## src/rtl/tve_pkg.sv

```systemverilog
// Shared types and constants for the track velocity estimator.
`default_nettype none
package tve_pkg;
    localparam int XW = 32;
    localparam int YAWW = 16;
    localparam int TW = 40;
    localparam int TRKW = 4;
    localparam int ALPHAW = 9;
    localparam int INTW = 24;
    localparam logic [YAWW-1:0] QUARTER_TURN = 16'h4000;
    localparam logic [19:0] US_PER_S = 20'd1000000;
    localparam logic [1:0] ADDR_ALPHA = 2'd0;
    localparam logic [1:0] ADDR_INTERVAL = 2'd1;
    localparam logic [ALPHAW-1:0] ALPHA_RESET = 9'd128;
    localparam logic [INTW-1:0] INTERVAL_RESET = 24'd100000;

    typedef struct packed {
        logic              mode;
        logic [TRKW-1:0]   track;
        logic [XW-1:0]     pos_x;
        logic [XW-1:0]     pos_y;
        logic [YAWW-1:0]   yaw;
        logic [TW-1:0]     sample_time;
    } item_t;
endpackage
`default_nettype wire

```

## src/rtl/tve_queue.sv

```systemverilog
// Two-entry queue between the front and the back of the estimator.
`default_nettype none
module tve_queue
(
    input  wire logic          clk,
    input  wire logic          rst_n,
    input  wire logic          wr_en,
    input  wire tve_pkg::item_t wr_data,
    output logic               full,
    output logic               not_empty,
    output tve_pkg::item_t     rd_data,
    input  wire logic          rd_en
);
    import tve_pkg::*;
    item_t mem_reg [2];
    logic wp_reg, rp_reg;
    logic [1:0] cnt_reg;

    always_ff @(posedge clk or negedge rst_n)
    begin
        if (!rst_n)
        begin
            wp_reg <= 1'b0;
            rp_reg <= 1'b0;
            cnt_reg <= 2'd0;
        end
        else
        begin
            if (wr_en)
                wp_reg <= ~wp_reg;
            if (rd_en)
                rp_reg <= ~rp_reg;
            cnt_reg <= cnt_reg + {1'b0, wr_en} - {1'b0, rd_en};
        end
    end

    always_ff @(posedge clk)
    begin
        if (wr_en)
            mem_reg[wp_reg] <= wr_data;
    end

    assign rd_data = mem_reg[rp_reg];
    assign full = cnt_reg[1];
    assign not_empty = cnt_reg != 2'd0;
endmodule
`default_nettype wire

```

## config.mk

```make
export PLATFORM = sky130hd
export DESIGN_NAME = tve_queue
export DESIGN_NICKNAME = d
export VERILOG_FILES = /design/src/rtl/tve_pkg.sv /design/src/rtl/tve_queue.sv
export SDC_FILE = /design/constraint.sdc
export NUM_CORES = 1
export LEC_CHECK = 0
export ABC_AREA = 1
export BUFFER_PORTS_ARGS = -buffer_cell sky130_fd_sc_hd__buf_2
export CAP_MARGIN = 10
export CORE_MARGIN = 5
export CORE_UTILIZATION = 44
export DETAILED_ROUTE_END_ITERATION = 10
export PLACE_DENSITY = 0.68
export SYNTH_ARGS = -nofsm -noshare
export SYNTH_HDL_FRONTEND = slang
export SYNTH_SLANG_ARGS = --single-unit
```

## constraint.sdc

```tcl
create_clock -name clk -period 8.98 [get_ports clk]
set_input_delay 1.347 -clock clk [delete_from_list [all_inputs] [get_ports clk]]
set_output_delay 1.347 -clock clk [all_outputs]
set_load 0.005 [all_outputs]
```

== Yosys cells after proc, flatten, opt, wreduce, memory -nomap -nowiden ==
Memory sizes are Yosys's and may differ from the RTL's.
Cells that the tools add are included.

* Equal/unequal tests: 0
* Div/mod/pow operators: 0
* Mux-type cells: 2
* Bitwise gates (word level): 2
* $mul: 0
* $add $sub $neg: 2
* Reduce and logical (&&, ||, !) cells: 1
* Magnitude comparators: 0
* Shifts and indexed selects: 0

{| class="wikitable"
|+ Operators with widths
! operator !! count
|-
| $add A2 B1 Y2 || 1
|-
| $mux W1 || 2
|-
| $not A1 Y1 || 2
|-
| $reduce_bool A2 Y1 || 1
|-
| $sub A2 B1 Y2 || 1
|}

* Output and inout bits: 127
* Memories kept: 1
* Word-level logic and storage cells: 11
* ROM bits: 0
* Memory bits (writable): 250
* Bits in latches: 0
* Flip-flop bits (word level): 4
* Input port bits: 129

{| class="wikitable"
|+ Memories
! memory !! depth !! bits a word !! rd ports !! clocked after memory_dff !! wr ports !! RTL line !! text
|-
| mem_reg || 2 || 125 || 1 || 0 || 1 || tve_queue.sv:15 || <nowiki>item_t mem_reg [2];</nowiki>
|}

== Logic depth before layout (Yosys ltp) ==
Gate-level depths: netlist of the first run.

* Depth after elaboration: 2
* Gate-level depth with buffers: 7
* Gate-level depth less buffers: 7

== Worst setup path before layout of the first run ==
No wires, ideal clock.

* Path kind: input -> register
* Start point: in wr_en
* End point: mem mem_reg[0][0] in the netlist's numbering, enable pin
* Cell stages on the path: 2
* Path buffers: 0
* Setup time: 0.614 ns
* Slack: 1.750 ns
* Arrival time: 6.616 ns
* Data required time: 8.366 ns
* Cell sequence: inv_1 > nor2_1

* Word-level cells in the longest chain between the ends: 2

{| class="wikitable"
|+ Ends and longest elaborated chain
! what !! RTL line !! text
|-
| from (decl) || tve_queue.sv:7 || <nowiki>input wire logic wr_en,</nowiki>
|-
| $mux W1 || tve_queue.sv:39 || <nowiki>if (wr_en)</nowiki>
|-
| $mux W1 (implied by the code) || tve_queue.sv:40 || <nowiki>mem_reg[wp_reg] <= wr_data;</nowiki>
|-
| to (decl) || tve_queue.sv:15 ||
|}

No other way between the ends.

==> qor.yml, run 1 <==
status: "completed"
path_clk_slew_ns: 0.05
dieArea_sq_um: 25500
ys_warn_count: 0
wire_per_inst_um: 15.2
startpoint_type: "flip-flop"
most-common-layout-cells: "buf_2, edfxtp_1, inv_1"
post_cts_resized: 0
reg2reg_setup_slack_ns: 6.55
grt_pass1_vias: 5672
setup_viol: 0
fillCellCount: 1835
hold_violations: 0
hpwl_um: 12800
synth-xor-area-share: 0.00177
antenna_found_initial: 2
power_density_nw_per_um2: 306
fin_crit_sh: 0.489
cp_data_required_time_ns: 7.63
power.leakage_nw: 5.13
first_pass_iters: 4
peakVddDrop_mv: 0.300
largest_register_ffs: 250
syn_to_final_growth_pct: 22.3
synth_compound_area_frac: 0.0961
cts_root_buffer: "clkbuf_16"
critPathKind: "flip-flop to primary output"
setup_tns_ns: 0
grt_usage: 0.143
crit_arrival_ns: 3.04
clock_skew_ns: 0.0165
synth_mux_area_frac: 0
cts_buffers: 27
cts_setup_buffers: 0
start_util: 0.449
end_kind: "primary output"
reg2reg_depth: 3
max_freq_ghz: 0.228
grt_pass1_wl_um: 29800
syn_nets: 808
boundaryPins: 256
drt_drc_violations_left: 0
maxCapViolCount: 0
vias: 5690
min_path_type: "flip-flop to flip-flop"
wirelength_um: 18800
drt_iter0_drc: 283
core_sq_um: 22000
cts_sinks: 254
antenna_left: 0
num_rows: 54
grt_max_degree: 99
rr_endpoint: "mem_reg[1][32]"
maxSlewViolCount: 0
fin_cells: 1234
die_h_um: 160
htreeDepth: 1
ys_seq_area_frac: 0.771
holdWs_ns: 0.541
synth_top_family_by_area: "compound AO/OA/AOI/OAI gates"
final.min_clock_period_ns: 4.39
routabilityCongestion: 0.733
synth-simple-area-share: 0.0521
ys_ff_latch: 254
placed_cells: 1189
insertion_delay_ns: 0.51
clock_path_buffers: 3
synth_cells: 677
final_nets: 1069
dieWidth_um: 160
port_buffers: 255
path_max_fanout: 98
yosysUniqueCellTypes: 17
syn_area_per_cell_sq_um: 14.6
design_area_sq_um: 12100
cts-hold-fix-buffers: 0
maxSlewHeadroom: 0.285
cts_tree: "built"
drive_gt1_frac: 0.405
vias_per_cell: 4.61
rsz0062_at_grt: "false"
tightest_slew_ns: 1.07
synthAdderAreaFrac: 0.00254
crit_start: "rp_reg"
layout_commonest_cell: "buf_2"
dpl_cell_area_sq_um: 11300
synth_area_sq_um: 9870
r2r_start: "wp_reg"
grt_overflow: 0
setup.worst_path.end: "rd_data[42]"
[how the worst min path moves through the flow]
stage	startpoint	to	cells after the start
floorplan	wp_reg	wp_reg	1
global placement	wp_reg	wp_reg	1
detailed placement	wp_reg	wp_reg	1
CTS	wp_reg	wp_reg	1
global route	wp_reg	wp_reg	1
finish	wp_reg	wp_reg	1
[through the flow]
stage | utilization | power, mW | worst slack (ns)
2_1_floorplan | - | 2.41 | 1.75
3_3_place_gp | 0.514 | 2.75 | 5.12
3_5_place_dp | 0.514 | 2.77 | 5.09
4_1_cts | 0.549 | 3.76 | 4.52
5_1_grt | 0.549 | 3.94 | 4.30
6_report | 0.550 | 3.69 | 4.59
[metal layers]
metal | up-vias | global-route usage | part of all wire
li1 | 2851 | - | -
met1 | 2611 | 0.179 | 0.41
met2 | 192 | 0.236 | 0.47
met3 | 32 | 0.0559 | 0.098
met4 | 4 | 0.0375 | 0.021
met5 | - | 0 | 0.0018
[power breakdown]
part	total (mW)	leakage (nW)	internal, mW	switching (mW)
registers	1.70	2.39	1.58	0.121
clock network	0.981	0.378	0.574	0.407
logic	1.01	2.36	0.402	0.613
[cell families after synthesis]
kind of cell / after synthesis
fa+ha+maj: 2
flops: 254
simple gates: 134
xor+xnor: 2
buf+inv: 160
compound gates: 125
[Yosys cell counts]
cell | instances | area share
edfxtp_1 | 250 | 0.76
inv_1 | 132 | 0.050
nand2_1 | 128 | 0.049
o21ai_2 | 86 | 0.076
o21ai_0 | 21 | 0.011
o21ai_1 | 18 | 0.0091
buf_6 | 15 | 0.017
buf_4 | 6 | 0.0046
buf_2 | 4 | 0.0020
dfrtp_1 | 4 | 0.010
nand2_2 | 4 | 0.0025
clkbuf_1 | 2 | 0.00076
ha_1 | 2 | 0.0025
xor2_1 | 2 | 0.0018
buf_12 | 1 | 0.0020
nand3_1 | 1 | 0.00051
nor2_1 | 1 | 0.00038
[critical path: stages, from the launching register on]
cell and delay, ns:
dfrtp_4 1.12, buf_4 0.82, o21ai_0 0.28, buf_2 0.19
[final cells by class]
cell class,instances,area [sq um],share of cell area
Antenna cell,1,2.50,0.000207
Tap cell,280,350,0.0290
Multi-Input combinational cell,263,1510,0.125
Clock inverter,11,80.1,0.00664
Timing Repair Buffer,260,1310,0.109
Clock buffer,33,698,0.0579
Inverter,132,498,0.0413
Sequential cell,254,7610,0.631
No activity file was read; power rests on OpenSTA's default activity.
==> inputs of run 2 (changes only) <==
Settings changed: PLACE_DENSITY 0.68 to 0.71.
Clock period 8.98 ns to 3.8 ns, I/O delays scaled along.
==> run 2 against run 1 <==
Highest routed layer unchanged; count of clock-buffer cells in the layout fell by 3; sequential cell count did not move; register-to-register slack got worse by 4.5 ns; critical path type unchanged; worst hold slack got worse by 0.30 ns; clock skew fell by 0.0079 ns; utilization rose by 0.80 points; routed wire length rose by 0.82%; global-route usage rose by 0.12 points; via count rose by 2.0%; combinational power rose to 2.5 times the previous value; first-iteration DRC count fell by 19%.
==> qor.yml, run 2 (synthesis results as in run 1) <==
status: "completed"
drive_gt1_frac: 0.415  # +0.00972
pre_cts_ws_ns: 1.59  # -3.50 ns
grt_overflow: 0  # unchanged
hpwl_um: 13000  # +2.2%
clock_path_buffers: 3  # unchanged
post_cts_resized: 0  # unchanged
rsz0062_at_grt: "false"
wirelength_um: 19000  # +0.82%
most-common-layout-cells: "buf_2, edfxtp_1, inv_1"
grt_pass1_vias: 5859  # +3.3%
fin_ws_ns: 1.06  # -3.53 ns
cp_data_required_time_ns: 3.23  # -4.40 ns
peakVddDrop_mv: 0.456  # +52%
power_switching_mw: 2.75  # +140%
num_rows: 54  # unchanged
drt_iter0_drc: 230  # -19%
final.min_clock_period_ns: 2.74
path_max_fanout: 62  # -37%
power_frac_clock: 0.277  # +0.011
end_kind: "primary output"
grt_max_degree: 72  # -27%
tightest_slew_ns: 0.981  # -0.0922 ns
start_util: 0.449  # unchanged
path_clk_slew_ns: 0.06  # about the same
crit_arrival_ns: 2.17  # -0.87 ns
design_area_sq_um: 12200  # +1.5%
power_density_nw_per_um2: 736  # +140%
port_buffers: 255  # unchanged
power_frac_comb: 0.284  # +0.009
fin_crit_sh: 0.721
final_core_util: 0.558  # +0.00803
setup_tns_ns: 0  # unchanged
cts_root_buffer: "clkbuf_16"
boundaryPins: 256  # unchanged
maxCapViolCount: 0  # unchanged
setup_viol: 0  # unchanged
hold_violations: 0  # unchanged
maxSlewHeadroom: 0.346  # +0.0615
core_sq_um: 22000  # unchanged
dieArea_sq_um: 25500  # unchanged
startpoint_type: "flip-flop"
vias: 5803  # +2.0%
clock_skew_ns: 0.00857  # -0.00790 ns
die_h_um: 160  # unchanged
syn_to_final_growth_pct: 24.0
cts_sinks: 254  # unchanged
cts_tree: "built"
antenna_found_initial: 2  # unchanged
cts-hold-fix-buffers: 1  # +1
grt_pass1_wl_um: 30100  # +0.88%
htreeDepth: 1  # unchanged
largest_register_ffs: 250  # unchanged
first_pass_iters: 4  # unchanged
p_int_mw: 6.26  # +150%
max_freq_ghz: 0.365
routabilityCongestion: 0.760  # +3.7%
final_nets: 1074  # +0.47%
insertion_delay_ns: 0.51  # about the same
power.leakage_nw: 5.23  # +1.8%
pwr-share-seq: 0.439  # -0.021
cts_buffers: 26  # -3.7%
cts_setup_buffers: 0  # unchanged
dieWidth_um: 160  # unchanged
dpl_cell_area_sq_um: 11400  # +0.78%
grt_usage: 0.145  # +0.00117
layout_commonest_cell: "buf_2"
antenna_left: 0  # unchanged
swShare: 0.306  # -0.00321
wire_per_inst_um: 15.2  # about the same
critPathKind: "flip-flop to primary output"
drt_drc_violations_left: 0  # unchanged
maxSlewViolCount: 0  # unchanged
min_path_type: "input port to flip-flop"
vias_per_cell: 4.66  # +1.2%
-- run 2: cell count changes in the layout (fill, tap and decap cells not counted), moves of 2 or more --
cell,previous run,this run
buf_12,0,4
bufinv_16,1,3
clkinv_2,3,9
clkbuf_1,6,2
-- run 2: cell type report --
class,count,area [sq um]
fill,1797,9720
timing repair buffer,266,1410
multi-input combinational,263,1510
tap,280,350
clock inverter,17,158
clock buffer,30,697
sequential,254,7610
antenna,2,5.00
inverter,132,498
-- run 2: metal layers --
layer | vias to the layer above | global-route usage | part of all wire
li1 | 2853 | - | -
met4 | 2 | 0.0395 | 0.027
met1 | 2712 | 0.173 | 0.39
met5 | - | 0 | 0.00037
met3 | 37 | 0.0515 | 0.091
met2 | 199 | 0.249 | 0.49
-- run 2: power groups by stage --
stage | Clock, mW | Combinational (mW) | Sequential (mW)
after floorplan | 0 | 1.75 | 3.92
after global placement | 0 | 2.58 | 3.99
after detailed placement | 0 | 2.62 | 4.02
after CTS | 2.57 | 2.64 | 3.96
after global routing | 2.70 | 2.86 | 4.01
final | 2.50 | 2.56 | 3.95
-- run 2: path summary, 6_finish.rpt --
path	start	slack, ns	cells past startpoint	to
worst max-delay path	rp_reg	1.06	4	rd_data[56]
worst min-delay path	wr_data[37]	0.24	1	mem_reg[1][37]
worst max register to register	wp_reg	2.01	3	mem_reg[1][73]
worst min register to register	wp_reg	0.54	1	wp_reg
max in group asynchronous	rst_n	3.26	2	rp_reg
min in group asynchronous	rst_n	0.39	2	rp_reg
-- run 2: worst max-delay path, stage by stage (launching register included) --
cell and delay, ns:
dfrtp_4 0.90, buf_12 0.36, nand2_1 0.10, o21ai_1 0.10
buf_2 0.14
-- run 2: metrics by stage --
| step | hold WS (ns) | power, mW | instances |
|---|---|---|---|
| finish | 0.236 | 9.01 | 1244 |
| global route | 0.210 | 9.57 | 1243 |
| CTS | 0.210 | 9.17 | 1242 |
| detailed placement | 0.393 | 6.64 | 1194 |
| global placement | 0.390 | 6.57 | 1194 |
| floorplan | 0.274 | 5.67 | 677 |
