===== src/rtl/tve_pkg.sv =====
// Shared types and constants for the track velocity estimator.
`default_nettype none
package tve_pkg;
    localparam int XW = 32;
    localparam int YAWW = 16;
    localparam int TW = 40;
    localparam int TRKW = 4;
    localparam int ALPHAW = 9;
    localparam int INTW = 24;
    localparam logic [YAWW-1:0] QUARTER_TURN = 16'h4000;
    localparam logic [19:0] US_PER_S = 20'd1000000;
    localparam logic [1:0] ADDR_ALPHA = 2'd0;
    localparam logic [1:0] ADDR_INTERVAL = 2'd1;
    localparam logic [ALPHAW-1:0] ALPHA_RESET = 9'd128;
    localparam logic [INTW-1:0] INTERVAL_RESET = 24'd100000;

    typedef struct packed {
        logic              mode;
        logic [TRKW-1:0]   track;
        logic [XW-1:0]     pos_x;
        logic [XW-1:0]     pos_y;
        logic [YAWW-1:0]   yaw;
        logic [TW-1:0]     sample_time;
    } item_t;
endpackage
`default_nettype wire


===== src/rtl/tve_front.sv =====
// Front end: input transaction capture and configuration registers.
`default_nettype none
module tve_front
(
    input  wire logic           clk,
    input  wire logic           rst_n,
    input  wire logic           in_valid,
    output logic                in_stall,
    input  wire tve_pkg::item_t in_item,
    output logic                q_wr,
    input  wire logic           q_full,
    input  wire logic           psel,
    input  wire logic           penable,
    input  wire logic           pwrite,
    input  wire logic [2:0]     paddr,
    input  wire logic [31:0]    pwdata,
    output logic [31:0]         prdata,
    output logic [8:0]          alpha_q8,
    output logic [23:0]         min_interval
);
    import tve_pkg::*;
    logic [8:0] alpha_reg;
    logic [23:0] int_reg;

    assign in_stall = q_full;
    assign q_wr = in_valid && !q_full;

    always_ff @(posedge clk or negedge rst_n)
    begin
        if (!rst_n)
        begin
            alpha_reg <= ALPHA_RESET;
            int_reg <= INTERVAL_RESET;
        end
        else if (psel && penable && pwrite)
        begin
            case ({1'b0, paddr[2]})
                ADDR_ALPHA:    alpha_reg <= pwdata[8:0];
                ADDR_INTERVAL: int_reg <= pwdata[23:0];
                default:       ;
            endcase
        end
    end

    always_comb
    begin
        case ({1'b0, paddr[2]})
            ADDR_ALPHA:    prdata = {23'd0, alpha_reg};
            ADDR_INTERVAL: prdata = {8'd0, int_reg};
            default:       prdata = 32'd0;
        endcase
    end
    assign alpha_q8 = alpha_reg;
    assign min_interval = int_reg;
endmodule
`default_nettype wire


===== config.mk =====
export PLATFORM = sky130hd
export DESIGN_NAME = tve_front
export DESIGN_NICKNAME = d
export VERILOG_FILES = /design/src/rtl/tve_pkg.sv /design/src/rtl/tve_front.sv
export SDC_FILE = /design/constraint.sdc
export NUM_CORES = 1
export LEC_CHECK = 0
export ABC_AREA = 1
export BUFFER_PORTS_ARGS = -buffer_cell sky130_fd_sc_hd__buf_2
export CAP_MARGIN = 10
export CORE_AREA = 5 5 88 90
export CTS_BUF_LIST = sky130_fd_sc_hd__clkbuf_2
export CTS_CLUSTER_DIAMETER = 60
export DETAILED_ROUTE_END_ITERATION = 12
export DIE_AREA = 0 0 93 95
export PLACE_DENSITY = 0.75
export SETUP_SLACK_MARGIN = 0.5
export SYNTH_ARGS = -nofsm -noshare
export SYNTH_HDL_FRONTEND = slang
export SYNTH_SLANG_ARGS = --single-unit

===== constraint.sdc =====
create_clock -name clk -period 1.73 [get_ports clk]
set_input_delay 0.173 -clock clk [delete_from_list [all_inputs] [get_ports clk]]
set_output_delay 0.173 -clock clk [all_outputs]
set_load 0.02 [all_outputs]

### After elaboration in Yosys (flattened, before gate mapping)

Cells that the tools add are included.

* bits in registers: 33

* bitwise logic cells: 1
* multiplexer cells: 1
* reduce and logical (&&, ||, !) cells: 6

Operator list (number)
* 32-bit one-hot mux with 2 select lines: 1
* 2-bit AND reduction: 2
* 1-bit logical AND: 3
* 1-bit logical NOT: 1
* 1-bit NOT: 1

### Longest topological paths before layout

Gate-level depths: netlist of the first run.

* word-level depth: 3
* mapped depth: 5
* mapped depth without buffers: 4

### Least setup slack after synthesis of the first run

OpenSTA, ideal clock, no wires.

* kind: input -> output
* start: input port paddr[2]
* end: output port prdata[4]
* stages: 5
* path buffers: 3
* arrival time: 0.879 ns
* required time: 1.557 ns
* slack: 0.678 ns
* path through: buf_2 buf_2 buf_2 nand2_1 nand2_1

* cells in the longest elaborated chain, start to end: 2

RTL lines
* from (decl): line tve_front.sv:15 `input wire logic [2:0] paddr,`
* 1-bit NOT
* 32-bit one-hot mux with 2 select lines (*): line tve_front.sv:47 `case ({1'b0, paddr[2]})`
* to (decl): line tve_front.sv:17 `output logic [31:0] prdata,`

Every way passes the cells marked *; elsewhere a longest branch is shown, timed or not. The select of a mux whose other input is x is not followed.

### Worst setup path in the final report of the first run

* start: register int_reg[5], in the netlist min_interval[5]
* end: output port prdata[5]

* cells in the longest elaborated chain, start to end: 1

RTL lines
* from (decl): line tve_front.sv:23 `logic [23:0] int_reg;`
* from (signal assigned): line tve_front.sv:39 `ADDR_INTERVAL: int_reg <= pwdata[23:0];`
* 32-bit one-hot mux with 2 select lines: line tve_front.sv:47

No other way between the ends. The select of a mux whose other input is x is not followed.

==> results.py, run 1 <==
metrics = {
    "outcome": {
        "status": "completed",
    },
    "place": {
        "port_buffers": 90,
        "hpwl_mm": 3.54,
        "gp_congestion": 0.708,
    },
    "route": {
        "postRouteAntennaNets": 0,
        "drt_pass1_iterations": 5,
        "wl_mm": 5.60,
        "avgViaCountPerCell": 4.32,
        "wl_per_cell_um": 13.5,
        "drc": 0,
        "drt_iter0_markers": 73,
        "via_count": 1799,
    },
    "sta": {
        "max_freq_mhz": 725,
        "finalCriticalPeriod_ps": 1380,
        "rsz0062_at_grt": "true",
        "maxSlewHeadroom": 0.498,
        "clock_skew_ps": 0,
        "tns_ps": 0,
        "timing.final.crit_share": 0.798,
        "hold_viol": 0,
        "drv_slew": 0,
        "setup_violations": 0,
        "worst_pin_slew_ps": 753,
        "holdWs_ps": 40.3,
    },
    "worst_setup_path": {
        "cp_num_buf_inv": 1,
        "endpoint_kind": "primary output",
        "cp_max_fo": 3,
        "rrSetupSlack_ps": 900,
        "cp_slowest_stage_delay_ps": 590,
        "reg2reg_to": "alpha_q8[7]",
        "slowest_stage": "dfstp_2",
        "timing.rr.start": "alpha_q8[7]",
        "cp_data_arrival_time_ps": 1210,
        "critPathLaunchType": "flip-flop",
        "cp_common_cell": "nand2_1",
        "path_class": "reg2out",
        "required_ps": 1560,
        "r2r_cells": 3,
        "critPathTopFamily": "flip-flops",
        "critical_path.cell_chain": "nand2_1, nand2_1, buf_6",
    },
    "cells_and_area": {
        "multi_input_area_um2": 648,
        "layout.nets": 500,
        "syn_to_final_growth_pct": 65.0,
        "seqCellArea_um2": 835,
        "diodes": 0,
        "fill_cells": 677,
        "drive_above_1_share": 0.401,
    },
    "synthesis": {
        "yosys.area_share.simple": 0.369,
        "synth-seq-cells": 33,
        "synth_most_common_cell": "nand2_1",
        "synth_common_cells": "109 x nand2_1, 33 x nand3_1, 26 x dfrtp_1",
        "netlist.area_leader.share": 0.398,
        "synth_seq_area_share": 0.511,
        "synth_area_leaders": "dfrtp_1 40%, nand2_1 25%, dfstp_2 11%",
        "synth_top_family_by_area": "simple AND/OR/NAND/NOR gates",
        "yosys_most_used_dff": "dfrtp_1",
        "netlist_instances": 219,
        "ys_warn_count": 0,
        "syn_avg_cell_area_um2": 7.46,
        "synth_xor_area_frac": 0,
        "synth_edf_count": 0,
        "synth_fa_ha_area_frac": 0,
        "synth_compound_area_frac": 0,
        "synth_cell_types": 14,
        "synthesis.area_um2": 1630,
        "synthArstFlopShare": 1.00,
        "synthMuxAreaShare": 0,
        "yosysTopAreaCell": "dfrtp_1",
    },
    "clock_tree": {
        "cts_root_buffer": "clkbuf_2",
        "clock-sinks": 33,
        "clock_latency_ps": 350,
        "numCtsBuffers": 5,
        "cts_buffer_depth": 2,
        "cts_tree": "built",
        "clk_pin_slew_ps": 200,
        "htreeDepth": 2,
    },
    "global_routing": {
        "antenna_found_initial": 0,
        "grt_pass1_wl_mm": 8.29,
        "grt_max_degree": 34,
        "grt_pass1_vias": 1692,
        "overflow": 0,
        "grt_usage": 0.120,
    },
    "power": {
        "ir_worst_vdd_mv": 0.532,
        "intPower_mw": 1.57,
        "comb_power_share": 0.444,
        "netSwitchingFraction": 0.396,
        "leakage_nw": 1.57,
        "p_seq_frac": 0.414,
        "p_per_area_nw_per_um2": 966,
        "p_sw_mw": 1.03,
        "clkPwrFrac": 0.141,
    },
    "run": {
        "drv_cap": 0,
    },
    "floorplanning": {
        "coreArea_um2": 6980,
        "die_area_um2": 8840,
        "rows": 31,
        "die_w_um": 93,
        "ios": 234,
        "die_h_um": 95,
        "initial_core_util": 0.234,
    },
    "hold_path": {
        "holdPathStages": 3,
        "min-delay-start": "pwdata[11]",
        "holdPathEnd": "min_interval[11]",
        "hold_class": "in2reg",
    },
}
[worst max-delay path by stage]
stage                     from          end  slack, ps  cells after the start
6_report       min_interval[5]    prdata[5]        350                      3
5_1_grt        min_interval[5]    prdata[5]        240                      3
4_1_cts            alpha_q8[7]    prdata[7]        290                      3
3_5_place_dp          paddr[2]  alpha_q8[4]        400                      5
3_3_place_gp          paddr[2]  alpha_q8[5]        410                      5
2_1_floorplan         paddr[2]    prdata[4]        680                      5
[registers in the layout, indices dropped and copies added (netlist names)]
| signal | cells |
|---|---|
| min_interval | 24 |
| alpha_q8 | 9 |
[layout make-up]
cell class              count  share of cell area
clock buffers               6              0.0111
repair buffers            121               0.372
clock inverters             2             0.00418
flip-flops and latches     33               0.310
multi-input cells         154               0.240
inverters                  18              0.0251
well taps                  82              0.0381
[through the flow]
step	std cells	worst slack (ps)	util	power, mW	area [µm²]
after global placement	382	413	0.304	1.90	2130
after global routing	416	242	0.386	2.78	2700
after floorplan	226	678	-	1.59	1660
after CTS	403	291	0.357	2.48	2490
after detailed placement	382	401	0.304	1.91	2130
final	416	350	0.386	2.60	2700
[placed cells by master (no fill, tap or decap)]
| cell | Yosys | layout |
|---|---|---|
| nand4_1 | 1 | 1 |
| inv_1 | 16 | 9 |
| dfrtp_1 | 26 | 26 |
| buf_2 | 10 | 48 |
| clkbuf_2 | 0 | 6 |
| nand4_2 | 1 | 1 |
| clkinvlp_4 | 0 | 1 |
| nor2_2 | 1 | 1 |
| dfstp_2 | 7 | 7 |
| buf_4 | 9 | 10 |
| inv_2 | 2 | 9 |
| nand2_2 | 0 | 6 |
| dlygate4sd3_1 | 0 | 18 |
| nand2_1 | 109 | 103 |
| buf_6 | 0 | 45 |
| nand3_1 | 33 | 33 |
| clkinv_1 | 0 | 1 |
| nor2_1 | 1 | 1 |
| conb_1 | 1 | 8 |
[power by group through the flow]
stage / registers, mW / clock network, mW / logic [mW]
after floorplan: 1.24 / 0 / 0.349
after global placement: 1.06 / 0 / 0.834
after detailed placement: 1.06 / 0 / 0.848
after CTS: 1.06 / 0.398 / 1.03
after global routing: 1.10 / 0.431 / 1.25
final: 1.08 / 0.368 / 1.16
[tightest hold or removal path, stage by stage]
cell and delay (ps):
buf_2 80, nand3_1 70, nand2_1 60
[cells by family (layout without fill, tap and decap cells)]
family | count (synthesis) | in the layout
buffers and inverters | 39 | 147
other | 1 | 8
AND/OR/NAND/NOR | 146 | 146
flip-flops | 33 | 33
[per-layer routing]
| layer | vias up | share of wire | GRT usage |
|---|---|---|---|
| li1 | 879 | - | - |
| met2 | 101 | 0.47 | 0.188 |
| met3 | 2 | 0.091 | 0.0534 |
| met5 | - | 0 | 0 |
| met4 | 0 | 0.0025 | 0.0293 |
| met1 | 817 | 0.44 | 0.153 |
[repair_timing]
action | CTS | global route
gates resized for setup | 64 | 36
endpoints found under the hold margin | 40 | 7
setup endpoints to repair | 31 | 42
setup buffers | 2 | 6
pin swaps | 7 | 2
hold buffers | 11 | 7
No activity file was read; power rests on OpenSTA's default activity.
==> run 2: changes to the inputs <==
clock period = 1.4 ns   (was 1.73 ns; I/O delays follow)
==> results.py, run 2 (synthesis gave the netlist of run 1 again) <==
metrics = {
    "clock_tree": {
        "cts_tree": "built",
        "htreeDepth": 2,
        "cts_root_buffer": "clkbuf_2",
        "clock_latency_ps": 340,
        "cts_buffer_depth": 2,
        "clk_pin_slew_ps": 160,
        "clock-sinks": 33,
        "numCtsBuffers": 5,
    },
    "sta": {
        "max_freq_mhz": 749,
        "clock_skew_ps": 0,
        "drv_slew": 0,
        "timing.final.crit_share": 0.954,
        "finalCriticalPeriod_ps": 1340,
        "setup_violations": 0,
        "rsz0062_at_grt": "true",
        "setup_ws_ps": 64.9,
        "hold_viol": 0,
    },
    "power": {
        "netSwitchingFraction": 0.378,
        "intPower_mw": 2.22,
        "ir_worst_vdd_mv": 0.632,
        "clkPwrFrac": 0.128,
        "comb_power_share": 0.495,
        "p_per_area_nw_per_um2": 1180,
        "p_seq_frac": 0.376,
        "p_sw_mw": 1.35,
        "leakage_nw": 1.70,
    },
    "global_routing": {
        "grt_usage": 0.130,
        "grt_max_degree": 34,
        "grt_pass1_vias": 1826,
        "antenna_found_initial": 0,
        "grt_pass1_wl_mm": 9.09,
        "overflow": 0,
    },
    "worst_setup_path": {
        "cp_slowest_stage_delay_ps": 580,
        "slowest_stage": "dfstp_2",
        "endpoint_kind": "primary output",
        "cp_num_buf_inv": 1,
        "cp_data_arrival_time_ps": 1200,
        "critical_path.cell_chain": "nand2_1, nand2_2, buf_6",
        "path_class": "reg2out",
        "critPathLaunchType": "flip-flop",
        "critPathTopFamily": "flip-flops",
        "required_ps": 1260,
        "cp_max_fo": 3,
    },
    "route": {
        "avgViaCountPerCell": 4.34,
        "drt_pass1_iterations": 4,
        "wl_mm": 6.09,
        "drt_iter0_markers": 65,
        "postRouteAntennaNets": 0,
        "drc": 0,
        "wl_per_cell_um": 13.9,
        "via_count": 1899,
    },
    "cells_and_area": {
        "fill_cells": 630,
        "syn_to_final_growth_pct": 85.8,
        "mostFrequentLayoutCell": "nand2_1",
        "multi_input_area_um2": 671,
        "largest_reg_flops": 24,
        "diodes": 0,
        "utilization": 0.435,
        "seqCellArea_um2": 835,
        "drive_above_1_share": 0.478,
        "mostFrequentLayoutCells": "94 x nand2_1, 73 x buf_6, 33 x nand3_1, 33 x buf_2, 26 x dfrtp_1",
        "layout.nets": 522,
    },
    "floorplanning": {
        "rows": 31,
        "die_area_um2": 8840,
        "initial_core_util": 0.234,
        "die_w_um": 93,
        "die_h_um": 95,
        "coreArea_um2": 6980,
        "ios": 234,
    },
    "run": {
        "drv_cap": 0,
    },
    "hold_path": {
        "hold_class": "in2reg",
    },
    "place": {
        "hpwl_mm": 3.59,
        "place_ws_ps": 192,
        "port_buffers": 90,
        "gp_congestion": 0.679,
    },
    "outcome": {
        "status": "completed",
    },
}
-- run 2: cell count changes in the layout (fill, tap and decap cells not counted) --
cell,previous run,this run
buf_6,45,73
buf_2,48,33
nand2_1,103,94
nand2_2,6,15
inv_1,9,1
inv_2,9,17
buf_4,10,15
dlygate4sd3_1,18,22
clkbuf_2,6,8
clkinv_1,1,0
clkinvlp_4,1,0
-- run 2: per-stage QoR --
| step | area, µm² | instances | hold WS (ps) | setup TNS [ps] | power [mW] |
|---|---|---|---|---|---|
| 5_1_grt | 3040 | 438 | 3.73 | -83.6 | 3.80 |
| 6_report | 3040 | 438 | 44.4 | 0 | 3.57 |
| 4_1_cts | 2780 | 416 | 4.03 | 0 | 3.32 |
| 2_1_floorplan | 1690 | 226 | -156 | 0 | 1.99 |
| 3_3_place_gp | 2160 | 385 | 186 | 0 | 2.37 |
| 3_5_place_dp | 2160 | 385 | 198 | 0 | 2.39 |
-- run 2: routing by layer --
metal	share of wire	up-vias	global-route usage
met2	0.50	96	0.232
met1	0.40	875	0.149
met5	0	-	0
met3	0.086	6	0.0486
li1	-	922	-
met4	0.0084	0	0.0256
-- run 2: power by group through the flow --
stage / clock network, mW / registers (mW) / logic [mW]
2_1_floorplan: 0 / 1.53 / 0.459
3_3_place_gp: 0 / 1.31 / 1.06
3_5_place_dp: 0 / 1.31 / 1.08
4_1_cts: 0.490 / 1.34 / 1.50
5_1_grt: 0.539 / 1.36 / 1.90
6_report: 0.458 / 1.34 / 1.77
-- run 2: area by class of cell --
cell class,count,area share
clock buffer,8,0.0132
inverter,18,0.0223
tap,82,0.0338
multi-input combinational,154,0.221
sequential,33,0.275
timing repair buffer,143,0.435
-- run 2: tightest hold or removal path, delay by kind of cell --
family,cells,cell delay (ps)
buf+inv,1,80
simple gates,2,140
-- run 2: final timing paths --
kind,startpoint,endpoint,slack [ps],depth (start not counted)
max,min_interval[7],prdata[7],60,3
min,pwdata[22],min_interval[22],40,3
max reg2reg,min_interval[8],min_interval[8],540,4
min reg2reg,min_interval[16],min_interval[16],490,2
max in group asynchronous,rst_n,min_interval[15],730,3
min in group asynchronous,rst_n,alpha_q8[6],310,3
-- run 2: what timing repair did --
item,CTS,global route
hold endpoints to repair,49,3
buffers inserted,4,19
setup endpoints to repair,57,57
pin swaps,5,6
resized for setup,114,25
hold buffers,19,3
==> run 3: changes to the inputs <==
CELL_PAD_IN_SITES_DETAIL_PLACEMENT = 1   (was not set)
CELL_PAD_IN_SITES_GLOBAL_PLACEMENT = 1   (was not set)
CORE_AREA = not set   (was 5 5 88 90)
CORE_MARGIN = 5   (was not set)
CORE_UTILIZATION = 18   (was not set)
DIE_AREA = not set   (was 0 0 93 95)
PLACE_DENSITY = 0.89   (was 0.75)
==> results.py, run 3 (synthesis gave the netlist of run 1 again) <==
metrics = {
    "power": {
        "ir_worst_vdd_mv": 0.388,
        "leakage_nw": 1.72,
        "p_per_area_nw_per_um2": 1170,
        "power_mw": 3.66,
    },
    "worst_setup_path": {
        "path_class": "reg2out",
        "critical_path.cell_chain": "nand2_2, inv_2, buf_6",
        "cp_data_arrival_time_ps": 1210,
        "timing.rr.start": "min_interval[13]",
        "cp_slowest_stage_delay_ps": 600,
        "slowest_stage": "dfstp_2",
        "cp_max_fo": 3,
        "critPathLaunch": "min_interval[16]",
        "critPathLaunchType": "flip-flop",
        "required_ps": 1260,
        "endpoint_kind": "primary output",
    },
    "hold_path": {
        "hold_class": "in2reg",
        "min-delay-start": "pwdata[20]",
    },
    "floorplanning": {
        "die_area_um2": 11100,
        "rows": 34,
        "coreArea_um2": 8810,
        "ios": 234,
        "die_w_um": 105,
        "initial_core_util": 0.186,
        "die_h_um": 105,
    },
    "sta": {
        "finalCriticalPeriod_ps": 1350,
        "holdWs_ps": 68.5,
        "drv_slew": 0,
        "rsz0062_at_grt": "true",
        "hold_viol": 0,
        "setup_ws_ps": 50.1,
        "timing.final.crit_share": 0.964,
        "max_freq_mhz": 741,
        "setup_violations": 0,
        "clock_skew_ps": 0,
    },
    "place": {
        "place_ws_ps": 133,
        "place_inst": 408,
        "place_area_um2": 2200,
        "gp_congestion": 0.691,
        "hpwl_mm": 4.23,
        "port_buffers": 90,
    },
    "clock_tree": {
        "clk_pin_slew_ps": 170,
        "clock-sinks": 33,
        "cts_tree": "built",
        "clock_latency_ps": 360,
        "cts_buffer_depth": 2,
        "cts_root_buffer": "clkbuf_2",
        "htreeDepth": 2,
        "numCtsBuffers": 5,
    },
    "route": {
        "wl_per_cell_um": 16.0,
        "drc": 0,
        "drt_pass1_iterations": 4,
        "postRouteAntennaNets": 0,
        "via_count": 2001,
        "avgViaCountPerCell": 4.28,
        "drt_iter0_markers": 49,
        "wl_mm": 7.50,
    },
    "outcome": {
        "status": "completed",
    },
    "cells_and_area": {
        "drive_above_1_share": 0.468,
        "syn_to_final_growth_pct": 91.0,
        "multi_input_area_um2": 677,
        "largest_reg_flops": 24,
        "fill_cells": 1055,
        "postLayoutCellArea_um2": 3120,
        "layout.nets": 525,
        "mostFrequentLayoutCell": "nand2_1",
        "mostFrequentLayoutCells": "97 x nand2_1, 72 x buf_6, 33 x nand3_1, 33 x buf_2, 26 x dfrtp_1",
        "final_cells": 468,
        "seqCellArea_um2": 835,
    },
    "global_routing": {
        "grt_pass1_wl_mm": 11.2,
        "grt_max_degree": 41,
        "grt_pass1_vias": 2144,
        "grt_usage": 0.127,
        "antenna_found_initial": 1,
        "overflow": 0,
    },
    "run": {
        "drv_cap": 0,
    },
}
## run 3: cell types whose count changed in the layout (fill, tap and decap cells not counted), sizes merged
| cell | change |
|---|---|
| diode | +1 |
| clkinv | +1 |
| clkbuf | -1 |
| dlygate4sd3 | +1 |
| buf | +2 |
## run 3: per-layer routing
metal  track usage  vias up  wire length [µm]
met5             0        -                 0
met1         0.151      954              3050
li1              -      927                 -
met3        0.0324       12               597
met4        0.0431        0               142
met2         0.222      108              3710
## run 3: worst max-delay path: cells and delay by family, from the launching register on
kind | cells | cell delay, ps
AND/OR/NAND/NOR | 1 | 70
flip-flops | 1 | 600
buffers and inverters | 2 | 190
## run 3: cell type report
class                           count  area share
Multi-Input combinational cell    154       0.217
Tap cell                          108      0.0433
Timing Repair Buffer              146       0.438
Clock buffer                        7      0.0112
Clock inverter                      1     0.00120
Sequential cell                    33       0.267
Antenna cell                        1    0.000802
Inverter                           18      0.0216
## run 3: repair_timing
item	in CTS	in global routing
setup endpoints to repair	57	61
pin swaps	6	4
hold endpoints to repair	63	0
resized for setup	114	23
hold buffers	23	0
buffers inserted	11	17
## run 3: worst paths after layout
| kind | cells past startpoint | endpoint | slack, ps |
|---|---|---|---|
| worst max-delay path | 3 | prdata[16] | 50 |
| worst min-delay path | 3 | min_interval[20] | 70 |
| worst max register to register | 4 | min_interval[13] | 510 |
| worst min register to register | 2 | min_interval[15] | 490 |
| max in group asynchronous | 3 | min_interval[16] | 900 |
| min in group asynchronous | 3 | min_interval[14] | 250 |
## run 3: report_power, final
| group | total [mW] | internal [mW] | switching, mW |
|---|---|---|---|
| Sequential | 1.34 | 1.16 | 0.177 |
| Clock | 0.469 | 0.134 | 0.335 |
| Combinational | 1.85 | 0.948 | 0.905 |
| Total | 3.66 | 2.24 | 1.42 |
## run 3: metrics by stage
stage                util  TNS, ps
floorplan               -        0
global placement    0.250        0
detailed placement  0.250        0
CTS                 0.330        0
global route        0.355     -143
finish              0.355        0
